<file path="src/hdl/rqts_pkg.sv">
// Package: shared types and constants of the ready-queue task scheduler.
package rqts_pkg;
	localparam int MaxTasks = 16;
	localparam int TidW = 4;
	localparam int CntW = 5;
	localparam int TimeW = 63;

	localparam logic [2:0] OP_SPAWN = 3'd0;
	localparam logic [2:0] OP_TICK = 3'd1;
	localparam logic [2:0] OP_REPORT = 3'd2;
	localparam logic [2:0] OP_WAKE = 3'd3;
	localparam logic [2:0] OP_WAKE_IO = 3'd4;

	localparam logic [2:0] OC_YIELD = 3'd0;
	localparam logic [2:0] OC_BLOCK = 3'd1;
	localparam logic [2:0] OC_BLOCK_IO = 3'd2;
	localparam logic [2:0] OC_SLEEP = 3'd3;
	localparam logic [2:0] OC_DONE = 3'd4;

	localparam logic [2:0] ST_IDLE = 3'd0;
	localparam logic [2:0] ST_READY = 3'd1;
	localparam logic [2:0] ST_RUNNING = 3'd2;
	localparam logic [2:0] ST_BLOCKED = 3'd3;
	localparam logic [2:0] ST_BLOCKED_IO = 3'd4;
	localparam logic [2:0] ST_SLEEPING = 3'd5;
	localparam logic [2:0] ST_DONE = 3'd6;

	localparam logic [1:0] RS_OK = 2'd0;
	localparam logic [1:0] RS_IGNORED = 2'd1;
	localparam logic [1:0] RS_FULL = 2'd2;
	localparam logic [1:0] RS_NORUN = 2'd3;

	typedef struct packed {
		logic load;      // latch request, clear woken count
		logic exec;      // perform non-tick op
		logic scan;      // examine next sleep slot
		logic dispatch;  // finish tick
	} rqts_cmd_t;

	typedef struct packed {
		logic scan_last;
		logic is_tick;
	} rqts_stat_t;
endpackage

</file>
<file path="src/hdl/ready_queue_task_scheduler_core.sv">
// Top level: ready-queue round-robin task scheduler.
// Sequencing: a non-tick request is loaded, executed in the decode state and then presented as a result;
// a tick scans the sleep slots in turn, all 16 of them, then dispatches before presenting the result.
// Throughput: one request at a time; next accepted the cycle after the result is taken.
// Reset: arst_n clears queue pointers, counters, task states and sleep flags.
module ready_queue_task_scheduler_core import rqts_pkg::*; (
	input logic clk,
	input logic arst_n,
	input logic s_tvalid,
	output logic s_tready,
	input logic [135:0] s_tdata, // operation, task_id, outcome, current_time, wake_time
	output logic m_tvalid,
	input logic m_tready,
	output logic [23:0] m_tdata // dispatched_task, dispatched_valid, status, ready_total, blocked_total, woken_total
);
	rqts_cmd_t cmd;
	rqts_stat_t stat;
	logic [TidW-1:0] disp_task;
	logic disp_valid;
	logic [1:0] res_status;
	logic [CntW-1:0] rt, bt, wt;

	rqts_ctrl u_ctrl (
		.clk, .arst_n,
		.in_fire(s_tvalid && s_tready),
		.in_ready(s_tready),
		.out_valid(m_tvalid),
		.out_ready(m_tready),
		.stat, .cmd
	);

	rqts_datapath u_dp (
		.clk, .arst_n, .cmd, .stat,
		.op_in(s_tdata[2:0]),
		.tid_in(s_tdata[6:3]),
		.oc_in(s_tdata[9:7]),
		.now_in(s_tdata[72:10]),
		.wake_in(s_tdata[135:73]),
		.disp_task, .disp_valid, .res_status,
		.ready_total(rt), .blocked_total(bt), .woken_total(wt)
	);

	assign m_tdata = {2'b00, wt, bt, rt, res_status, disp_valid, disp_task};
endmodule

</file>
<file path="src/hdl/rqts_datapath.sv">
// Datapath: ready queue, task table, sleep slots and counters.
module rqts_datapath import rqts_pkg::*; (
	input logic clk,
	input logic arst_n,
	input rqts_cmd_t cmd,
	output rqts_stat_t stat,
	input logic [2:0] op_in,
	input logic [TidW-1:0] tid_in,
	input logic [2:0] oc_in,
	input logic [TimeW-1:0] now_in,
	input logic [TimeW-1:0] wake_in,
	output logic [TidW-1:0] disp_task,
	output logic disp_valid,
	output logic [1:0] res_status,
	output logic [CntW-1:0] ready_total,
	output logic [CntW-1:0] blocked_total,
	output logic [CntW-1:0] woken_total
);
	logic [TidW-1:0] fifo_mem [MaxTasks];
	logic [TimeW-1:0] dl_mem [MaxTasks];
	logic [2:0] tstat_q [MaxTasks];
	logic [MaxTasks-1:0] pend_q;
	logic [TidW-1:0] head_q, tail_q, run_q, tid_q, idx_q;
	logic [CntW-1:0] cnt_q, blk_q, woken_q;
	logic run_v_q;
	logic [2:0] op_q, oc_q;
	logic [TimeW-1:0] now_q, wake_q;

	assign stat.scan_last = (idx_q == TidW'(MaxTasks - 1));
	assign stat.is_tick = (op_q == OP_TICK);
	assign ready_total = cnt_q;
	assign blocked_total = blk_q;
	assign woken_total = woken_q;

	logic full;
	logic [2:0] st_t, st_i;
	logic cnt_t, cnt_i, due;
	assign full = (cnt_q == CntW'(MaxTasks));
	assign st_t = tstat_q[tid_q];
	assign cnt_t = (st_t == ST_BLOCKED_IO) || (st_t == ST_SLEEPING);
	assign st_i = tstat_q[idx_q];
	assign cnt_i = (st_i == ST_BLOCKED_IO) || (st_i == ST_SLEEPING);
	assign due = pend_q[idx_q] && (now_q >= dl_mem[idx_q]);

	always_ff @(posedge clk) begin
		if (cmd.exec && op_q == OP_REPORT && run_v_q && oc_q == OC_SLEEP)
			dl_mem[run_q] <= wake_q;
		if (cmd.load) begin
			op_q <= op_in;
			tid_q <= tid_in;
			oc_q <= oc_in;
			now_q <= now_in;
			wake_q <= wake_in;
		end
	end

	always_ff @(posedge clk or negedge arst_n) begin
		if (!arst_n) begin
			for (int i = 0; i < MaxTasks; i++) tstat_q[i] <= ST_IDLE;
			pend_q <= '0;
			head_q <= '0;
			tail_q <= '0;
			cnt_q <= '0;
			blk_q <= '0;
			run_q <= '0;
			run_v_q <= 1'b0;
			idx_q <= '0;
			woken_q <= '0;
			disp_task <= '0;
			disp_valid <= 1'b0;
			res_status <= RS_OK;
		end else begin
			if (cmd.load) begin
				idx_q <= '0;
				woken_q <= '0;
				disp_task <= '0;
				disp_valid <= 1'b0;
				res_status <= RS_OK;
			end
			if (cmd.scan) begin
				idx_q <= idx_q + 1'b1;
				if (due) begin
					if (!cnt_i) pend_q[idx_q] <= 1'b0;
					else if (!full) begin
						fifo_mem[tail_q] <= idx_q;
						tail_q <= tail_q + 1'b1;
						cnt_q <= cnt_q + 1'b1;
						tstat_q[idx_q] <= ST_READY;
						if (blk_q != '0) blk_q <= blk_q - 1'b1;
						pend_q[idx_q] <= 1'b0;
						woken_q <= woken_q + 1'b1;
					end
				end
			end
			if (cmd.dispatch && !run_v_q && cnt_q != '0) begin
				run_q <= fifo_mem[head_q];
				run_v_q <= 1'b1;
				tstat_q[fifo_mem[head_q]] <= ST_RUNNING;
				disp_task <= fifo_mem[head_q];
				disp_valid <= 1'b1;
				head_q <= head_q + 1'b1;
				cnt_q <= cnt_q - 1'b1;
			end
			if (cmd.exec) begin
				unique case (op_q)
					OP_SPAWN: begin
						if (st_t != ST_IDLE && st_t != ST_DONE) res_status <= RS_IGNORED;
						else if (full) res_status <= RS_FULL;
						else begin
							fifo_mem[tail_q] <= tid_q;
							tail_q <= tail_q + 1'b1;
							cnt_q <= cnt_q + 1'b1;
							tstat_q[tid_q] <= ST_READY;
						end
					end
					OP_REPORT: begin
						if (!run_v_q) res_status <= RS_NORUN;
						else begin
							unique case (oc_q)
								OC_YIELD: begin
									if (full) res_status <= RS_FULL;
									else begin
										fifo_mem[tail_q] <= run_q;
										tail_q <= tail_q + 1'b1;
										cnt_q <= cnt_q + 1'b1;
										tstat_q[run_q] <= ST_READY;
										run_v_q <= 1'b0;
									end
								end
								OC_BLOCK: begin
									tstat_q[run_q] <= ST_BLOCKED;
									run_v_q <= 1'b0;
								end
								OC_BLOCK_IO: begin
									tstat_q[run_q] <= ST_BLOCKED_IO;
									if (blk_q != CntW'(MaxTasks)) blk_q <= blk_q + 1'b1;
									run_v_q <= 1'b0;
								end
								OC_SLEEP: begin
									tstat_q[run_q] <= ST_SLEEPING;
									pend_q[run_q] <= 1'b1;
									if (blk_q != CntW'(MaxTasks)) blk_q <= blk_q + 1'b1;
									run_v_q <= 1'b0;
								end
								OC_DONE: begin
									tstat_q[run_q] <= ST_DONE;
									run_v_q <= 1'b0;
								end
								default: res_status <= RS_IGNORED;
							endcase
						end
					end
					OP_WAKE, OP_WAKE_IO: begin
						if (!cnt_t && !(op_q == OP_WAKE && st_t == ST_BLOCKED))
							res_status <= RS_IGNORED;
						else if (full) res_status <= RS_FULL;
						else begin
							fifo_mem[tail_q] <= tid_q;
							tail_q <= tail_q + 1'b1;
							cnt_q <= cnt_q + 1'b1;
							tstat_q[tid_q] <= ST_READY;
							if (cnt_t) begin
								if (blk_q != '0) blk_q <= blk_q - 1'b1;
								pend_q[tid_q] <= 1'b0;
							end
						end
					end
					default: res_status <= RS_IGNORED;
				endcase
			end
		end
	end
endmodule

</file>
<file path="src/hdl/rqts_ctrl.sv">
// Controller: sequences load, sleep scan, dispatch and result handshake.
module rqts_ctrl import rqts_pkg::*; (
	input logic clk,
	input logic arst_n,
	input logic in_fire,
	output logic in_ready,
	output logic out_valid,
	input logic out_ready,
	input rqts_stat_t stat,
	output rqts_cmd_t cmd
);
	localparam logic [2:0] S_IDLE = 3'd0;
	localparam logic [2:0] S_DEC = 3'd1;
	localparam logic [2:0] S_SCAN = 3'd2;
	localparam logic [2:0] S_DISP = 3'd3;
	localparam logic [2:0] S_OUT = 3'd4;

	logic [2:0] state_q;

	assign in_ready = (state_q == S_IDLE);
	assign out_valid = (state_q == S_OUT);
	always_comb begin
		cmd.load = in_fire;
		cmd.exec = (state_q == S_DEC) && !stat.is_tick;
		cmd.scan = (state_q == S_SCAN);
		cmd.dispatch = (state_q == S_DISP);
	end

	always_ff @(posedge clk or negedge arst_n) begin
		if (!arst_n) begin
			state_q <= S_IDLE;
		end else begin
			unique case (state_q)
				S_IDLE: if (in_fire) state_q <= S_DEC;
				S_DEC: state_q <= stat.is_tick ? S_SCAN : S_OUT;
				S_SCAN: if (stat.scan_last) state_q <= S_DISP;
				S_DISP: state_q <= S_OUT;
				S_OUT: if (out_ready) state_q <= S_IDLE;
				default: state_q <= S_IDLE;
			endcase
		end
	end
endmodule
</file>
<file path="config.mk">
export PLATFORM = sky130hd
export DESIGN_NAME = ready_queue_task_scheduler_core
export DESIGN_NICKNAME = d
export VERILOG_FILES = /design/src/hdl/rqts_pkg.sv /design/src/hdl/ready_queue_task_scheduler_core.sv /design/src/hdl/rqts_datapath.sv /design/src/hdl/rqts_ctrl.sv
export SDC_FILE = /design/constraint.sdc
export NUM_CORES = 2
export LEC_CHECK = 0
export BUFFER_PORTS_ARGS = -buffer_cell sky130_fd_sc_hd__buf_2
export CORE_MARGIN = 8
export CORE_UTILIZATION = 41
export CTS_CLUSTER_DIAMETER = 80
export DETAILED_ROUTE_END_ITERATION = 16
export PLACE_DENSITY = 0.63
export SETUP_SLACK_MARGIN = 0.2
export SYNTH_ARGS = -nofsm -noshare
export SYNTH_HDL_FRONTEND = slang
export SYNTH_SLANG_ARGS = --single-unit
</file>
<file path="constraint.sdc">
create_clock -name clk -period 8.6 [get_ports clk]
set_input_delay 0.86 -clock clk [delete_from_list [all_inputs] [get_ports clk]]
set_output_delay 0.86 -clock clk [all_outputs]
set_load 0.1 [all_outputs]
</file>
* After elaboration in Yosys (flattened, before gate mapping)
Memories as Yosys holds them, arrays and structs flattened. Index checks and enable logic that the tools add are counted. W data, S select, Z words.
Cells by class: add/sub/neg operators 8, $lt $le $gt $ge 15, eq/ne operators 24, mux-type cells 135, bitwise logic cells 36, reductions and logical operators 40
Operator list (count):
- $mux W48 | 11
- $pmux W48 S5 | 1
- $and A32 B32 Y32 | 5
- $mux W16 | 10
- $not A32 Y32 | 5
- $mux W5 | 29
- $pmux W48 S3 | 1
- $or A16 B16 Y16 | 6
- $or A32 B32 Y32 | 3
- $and A16 B16 Y16 | 5
- $not A16 Y16 | 5
- $mux W4 | 16
- $ge A63 B63 Y1 | 1
- $demux W3 S4 | 4
- $mux W3 | 12
- $pmux W16 S2 | 1
- $mux W1 | 31
- $bmux W3 S4 | 2
- $logic_and A1 B1 Y1 | 22
- $eq A3 B2 Y1 const B | 7
- $eq A3 B3 Y1 const B | 7
- $ge A5 B5 Y1 const B | 4
- $lt A5 B1 Y1 const B | 4
- $not A4 Y5 | 4
- 31 further kinds | 62
Storage, ports and cells: bits in registers 242, memory bits (writable) 1072, bits of input ports 140, output and inout bits 26, logic and storage cells 294, memories kept 2
Memory list:
- u_dp.dl_mem | depth 16, width 63, read ports 1, clocked after Yosys merged registers in 0, wr ports 1, RTL line rqts_datapath.sv:20 | logic [TimeW-1:0] dl_mem [MaxTasks];
- u_dp.fifo_mem | depth 16, width 4, read ports 1, clocked after Yosys merged registers in 0, wr ports 1, RTL line rqts_datapath.sv:19 | logic [TidW-1:0] fifo_mem [MaxTasks];

* Logic depth before layout (Yosys ltp)
word-level depth 19, gate-level depth with buffers 18

* By module
A second synthesis with hierarchy kept.
Unflattened totals: cell total of the unflattened synthesis 2873, area total of the unflattened synthesis 53879.2 sq um
Modules (own cells, without submodules):
- rqts_datapath | times used 1, cells each 2851, area an instance 53670.2 sq um, seq. area each 38852.3 sq um
- rqts_ctrl | times used 1, cells each 17, area an instance 176.4 sq um, seq. area each 75.1 sq um
- ready_queue_task_scheduler_core | times used 1, cells each 5, area an instance 32.5 sq um, seq. area each 0.0 sq um

* Worst setup path before layout
Ideal clock, no wire load.
kind flip-flop to flip-flop, from reg u_ctrl.state_q[1], to reg u_dp.woken_q[2], in the netlist u_dp.woken_total[2], arrival time 6.696 ns, setup slack 1.783 ns, cell stages (with the launch flop) 9, clock period less this slack 6.817 ns, cells stage by stage dfrtp_1 > clkbuf_1 > nor3_1 > nand2_1 > inv_1 > o211ai_1 > o21ai_0 > nand2_1 > o22a_1
Between the ends: word-level cells in the longest chain between the ends 7, elaborated cells on any way between the ends 8, those cells by class eq/ne: 1; mux: 5; reduce/logical: 2
RTL lines:
- from (decl) | RTL line rqts_ctrl.sv:18 | logic [2:0] state_q;
- from (signal assigned) | RTL line rqts_ctrl.sv:35 | S_DEC: state_q <= stat.is_tick ? S_SCAN : S_OUT;
- $logic_not A3 Y1 (*) | RTL line rqts_ctrl.sv:20 | assign in_ready = (state_q == S_IDLE);
- via s_tready | RTL line ready_queue_task_scheduler_core.sv:10 | output logic s_tready,
- $logic_and A1 B1 Y1 (*) | RTL line ready_queue_task_scheduler_core.sv:25 | .in_fire(s_tvalid && s_tready),
- via u_ctrl.in_fire | RTL line rqts_ctrl.sv:5 | input logic in_fire,
- $mux W5 (*) | RTL line rqts_datapath.sv:73 | if (cmd.load) begin
- $mux W5 | RTL line rqts_datapath.sv:84 | else if (!full) begin
- $mux W5 | RTL line rqts_datapath.sv:83 | if (!cnt_i) pend_q[idx_q] <= 1'b0;
- $mux W5 | RTL line rqts_datapath.sv:82 | if (due) begin
- $mux W5 (*) | RTL line rqts_datapath.sv:80 | if (cmd.scan) begin
- to (signal assigned) | RTL line rqts_datapath.sv:91 | woken_q <= woken_q + 1'b1;
- to (decl) | RTL line rqts_datapath.sv:24 | logic [CntW-1:0] cnt_q, blk_q, woken_q;
The timed path passes the listed nets; every way through them passes the cells marked *. A chain may end at the register's enable or synchronous reset.

* Worst setup path in the final report
from reg u_dp.idx_q[0], to mem u_dp.fifo_mem[8][0] (enable)
Between the ends: word-level cells in the longest chain between the ends 14, elaborated cells on any way between the ends 20, those cells by class order compare: 1; eq/ne: 2; mux: 9; bitwise: 4; reduce/logical: 3; memory: 1
RTL lines:
- from (decl) | RTL line rqts_datapath.sv:23 | logic [TidW-1:0] head_q, tail_q, run_q, tid_q, idx_q;
- from (signal assigned) | RTL line rqts_datapath.sv:81 | idx_q <= idx_q + 1'b1;
- parallel branches: the longest is 7 deep, another holds $mem_v2 Z16 W63
- $mux W1 (*) | RTL line rqts_datapath.sv:82
- $mux W1 (*) | RTL line rqts_datapath.sv:80
- $logic_and A1 B1 Y1 (implied by the code) (*) | RTL line rqts_datapath.sv:85 | fifo_mem[tail_q] <= idx_q;
- $mux W1 (implied by the code) (*) | RTL line rqts_datapath.sv:85
- $or A1 B1 Y1 (no source line) (*) (3 in a row)
- to (decl) | RTL line rqts_datapath.sv:19
Mark *: on every way between the ends. The select of a mux whose other input is x is not followed.

==> reports/qor.csv <==
metric;value;unit
Synth cell types;85;
Max VDD drop;0.000233;V
Crit. Startpoint;u_dp.idx_q[0];
H-tree level count;4;
DIE AREA;143000;um2
wl on met1;56900;um
largest net degree at the start of global routing;115;
CTS Buffer Depth;3;
PortBufs;163;
via count;28700;
Total GRT Usage;18.9;%
first-pass detailed-route iteration total;6;
Synth Area in Compound Gates;4.81;%
pwr/cell area;278;nW/um2
reg2reg start;u_dp.idx_q[0];
die width;378;um
Synth Flop Type;edfxtp_1;
Fin. Hold Viols;0;
antenna viol nets, final;0;
fin. max-slew vios;0;
Worst Setup Path Type;reg2reg;
initial antenna violation count;2;
Post-DP Area;56800;um2
Net Sw Frac;27.2;%
crit-path max FO;81;
Setup Buffers After CTS;0;
Final Instance Area;61400;um2
top cells by instance count after synthesis;edfxtp_1, mux4_2, nand2_1;
CP endpoint kind;flip-flop;
post-synthesis mux area share;15.0;%
Yosys top cell by area;edfxtp_1;
Clock power frac;35.6;%
crit path DAT;7.12;ns
syn_area_per_cell;18.9;um2
crit start category;flip-flop;
n_diodes;0;
Max Clk Rate;150;MHz
Synth Area in Simple Gates;3.67;%
crit share post-route;77.5;%
Synth Area in XOR/XNOR;0.324;%
combinational power share;17.6;%
clk_lat worst skew;0.77;ns
Crit path required time;9.05;ns
vias in the first global route;28900;
post-DP HPWL;77200;um
# clock sinks;1314;
synthesized flop and latch total;1314;
Post-synth EDFFs;1208;
Worst Tran Pin Value;1.25;ns
GPL Wtd Cong;0.928;
cell internal pwr;12.4;mW
root buffer cell;clkbuf_16;
outcome;complete, no violations;
final global-route overflow total;0;
post-route insts no fill;4906;
Area growth syn-to-layout;14.5;%
Vert. Die Dim;378;um
Max Cap Violations;0;
cell count after synthesis;2834;
Initial Util;41.4;%
count leader, synth;edfxtp_1;
setup TNS;0;ns
register area share after synthesis;72.6;%
clock skew;0.0297;ns
Post-CTS Hold Fix Bufs;0;
Post-Synth Adder-Cell Area;1.80;%
final-report setup violation count;0;
Final #Nets;3269;
WL per Instance;27.8;um
post-synthesis instance area;53600;um2
switching power;4.65;mW
TritonCTS Buffers;140;
Max Used Layer;met4;
met2 wire length;65300;um
unrepaired setup endpoints after global routing;false;
global-route wire length before repair;199000;um
drc violations;0;
CTS tree;built;
share of cells above drive strength 1;26.1;%
Ports;166;
Post-CTS Resized;0;
Slew headroom;16.1;%
row count;132;
min cycle time layout;6.67;ns
Leakage Power;20.1;nW
placed insts;4652;
Core Area;130000;um2
largest family of logic cells by synthesized area;multiplexers;
Post-synth ARST share;8.07;%
clk slew on worst S/H paths;0.06;ns
HP Class;in2async;
number of vias per cell;5.84;
Iteration-0 DRC Markers;3348;
wire length after detailed routing;136000;um
total power;17.1;mW
met3 WL;10400;um
Syn. warnings;0;
sequential power share;46.8;%
Synth top area share;67.6;%
main area contributors after synthesis;edfxtp_1, mux4_2, dfrtp_1;
routing by layer:
| metal | global-route usage [%] | vias to the layer above |
|---|---|---|
| met1 | 26.6 | 15000 |
| li1 | - | 12000 |
| met3 | 3.57 | 280 |
| met5 | 0 | - |
| met4 | 5.66 | 0 |
| met2 | 30.2 | 1371 |
cell families after synthesis:
logic type | after synthesis
compound gates | 395
simple gates | 419
other cells | 1
buf+inv | 247
mux | 362
flops | 1314
fa+ha+maj | 77
xor+xnor | 19
cells in the final DEF, fill, tap and decap left out, types with 27 or more instances in the layout:
cell type	n
edfxtp_1	1208
mux4_2	353
nand2_1	171
buf_2	162
clkbuf_16	145
o21ai_0	126
dfrtp_1	103
inv_1	92
ha_1	77
nor2_1	76
a21oi_1	67
buf_4	55
nand3_1	31
a31oi_1	27
power groups by stage:
stage | Combinational, mW | Sequential (mW) | Clock, mW
2_1_floorplan | 2.21 | 8.00 | 0
3_3_place_gp | 3.01 | 8.12 | 0
3_5_place_dp | 3.03 | 8.13 | 0
4_1_cts | 3.04 | 8.00 | 6.19
5_1_grt | 3.25 | 8.05 | 6.43
6_report | 3.00 | 8.00 | 6.08
metrics by stage:
| stage | setup slack [ns] | util, % | hold WS, ns |
|---|---|---|---|
| detailed placement | 1.89 | 43.8 | 0.461 |
| global placement | 1.96 | 43.8 | 0.457 |
| CTS | 1.88 | 47.4 | 0.0301 |
| global route | 1.62 | 47.4 | 0.0601 |
| floorplan | 1.78 | - | 0.448 |
| finish | 1.93 | 47.4 | 0.0655 |
registers in the layout, summed over array words and instances (netlist names), 4 cells and up:
signal,flops
u_dp.fifo_mem,64
u_dp.woken_total,5
u_dp.run_q,4
u_dp.idx_q,4
u_dp.tid_q,4
u_dp.pend_q,16
u_dp.disp_task,4
u_dp.blocked_total,5
u_dp.dl_mem,1008
u_dp.head_q,4
u_dp.ready_total,5
u_dp.tail_q,4
u_dp.tstat_q,48
u_dp.wake_q,63
u_dp.now_q,63
cell type report:
type                       instances  area (um2)
tap                             1742        2180
timing repair buffer             226        1400
multi-input combinational       1274       13900
clock inverter                    83         903
fill                           10800       68200
clock buffer                     171        3750
sequential                      1314       38900
inverter                          96         378
critical path, cell delays in order, from the launching register on:
cell      delay, ns
dfrtp_4        0.81
buf_12         0.52
mux4_2         0.61
mux4_2         0.48
ha_1           0.27
nand2b_1       0.15
a211o_1        0.29
a211oi_1       0.40
o41ai_1        0.23
a211oi_1       0.71
a21oi_1        0.19
buf_4          0.28
and2_1         0.21
a21boi_2       0.72
nor4bb_1       0.28
worst paths after layout:
| check | end | slack, ns | cells past startpoint |
|---|---|---|---|
| setup / recovery | u_dp.fifo_mem[8][0] | 1.93 | 14 |
| setup reg to reg | u_dp.fifo_mem[8][0] | 1.93 | 14 |
| max in group asynchronous | u_dp.idx_q[1] | 6.91 | 3 |
| hold reg to reg | u_dp.disp_task[3] | 0.48 | 2 |
| hold / removal | u_dp.disp_task[3] | 0.07 | 1 |
| min in group clk | u_dp.wake_q[58] | 0.26 | 1 |
Note: power is estimated with default switching activity, not from simulation.
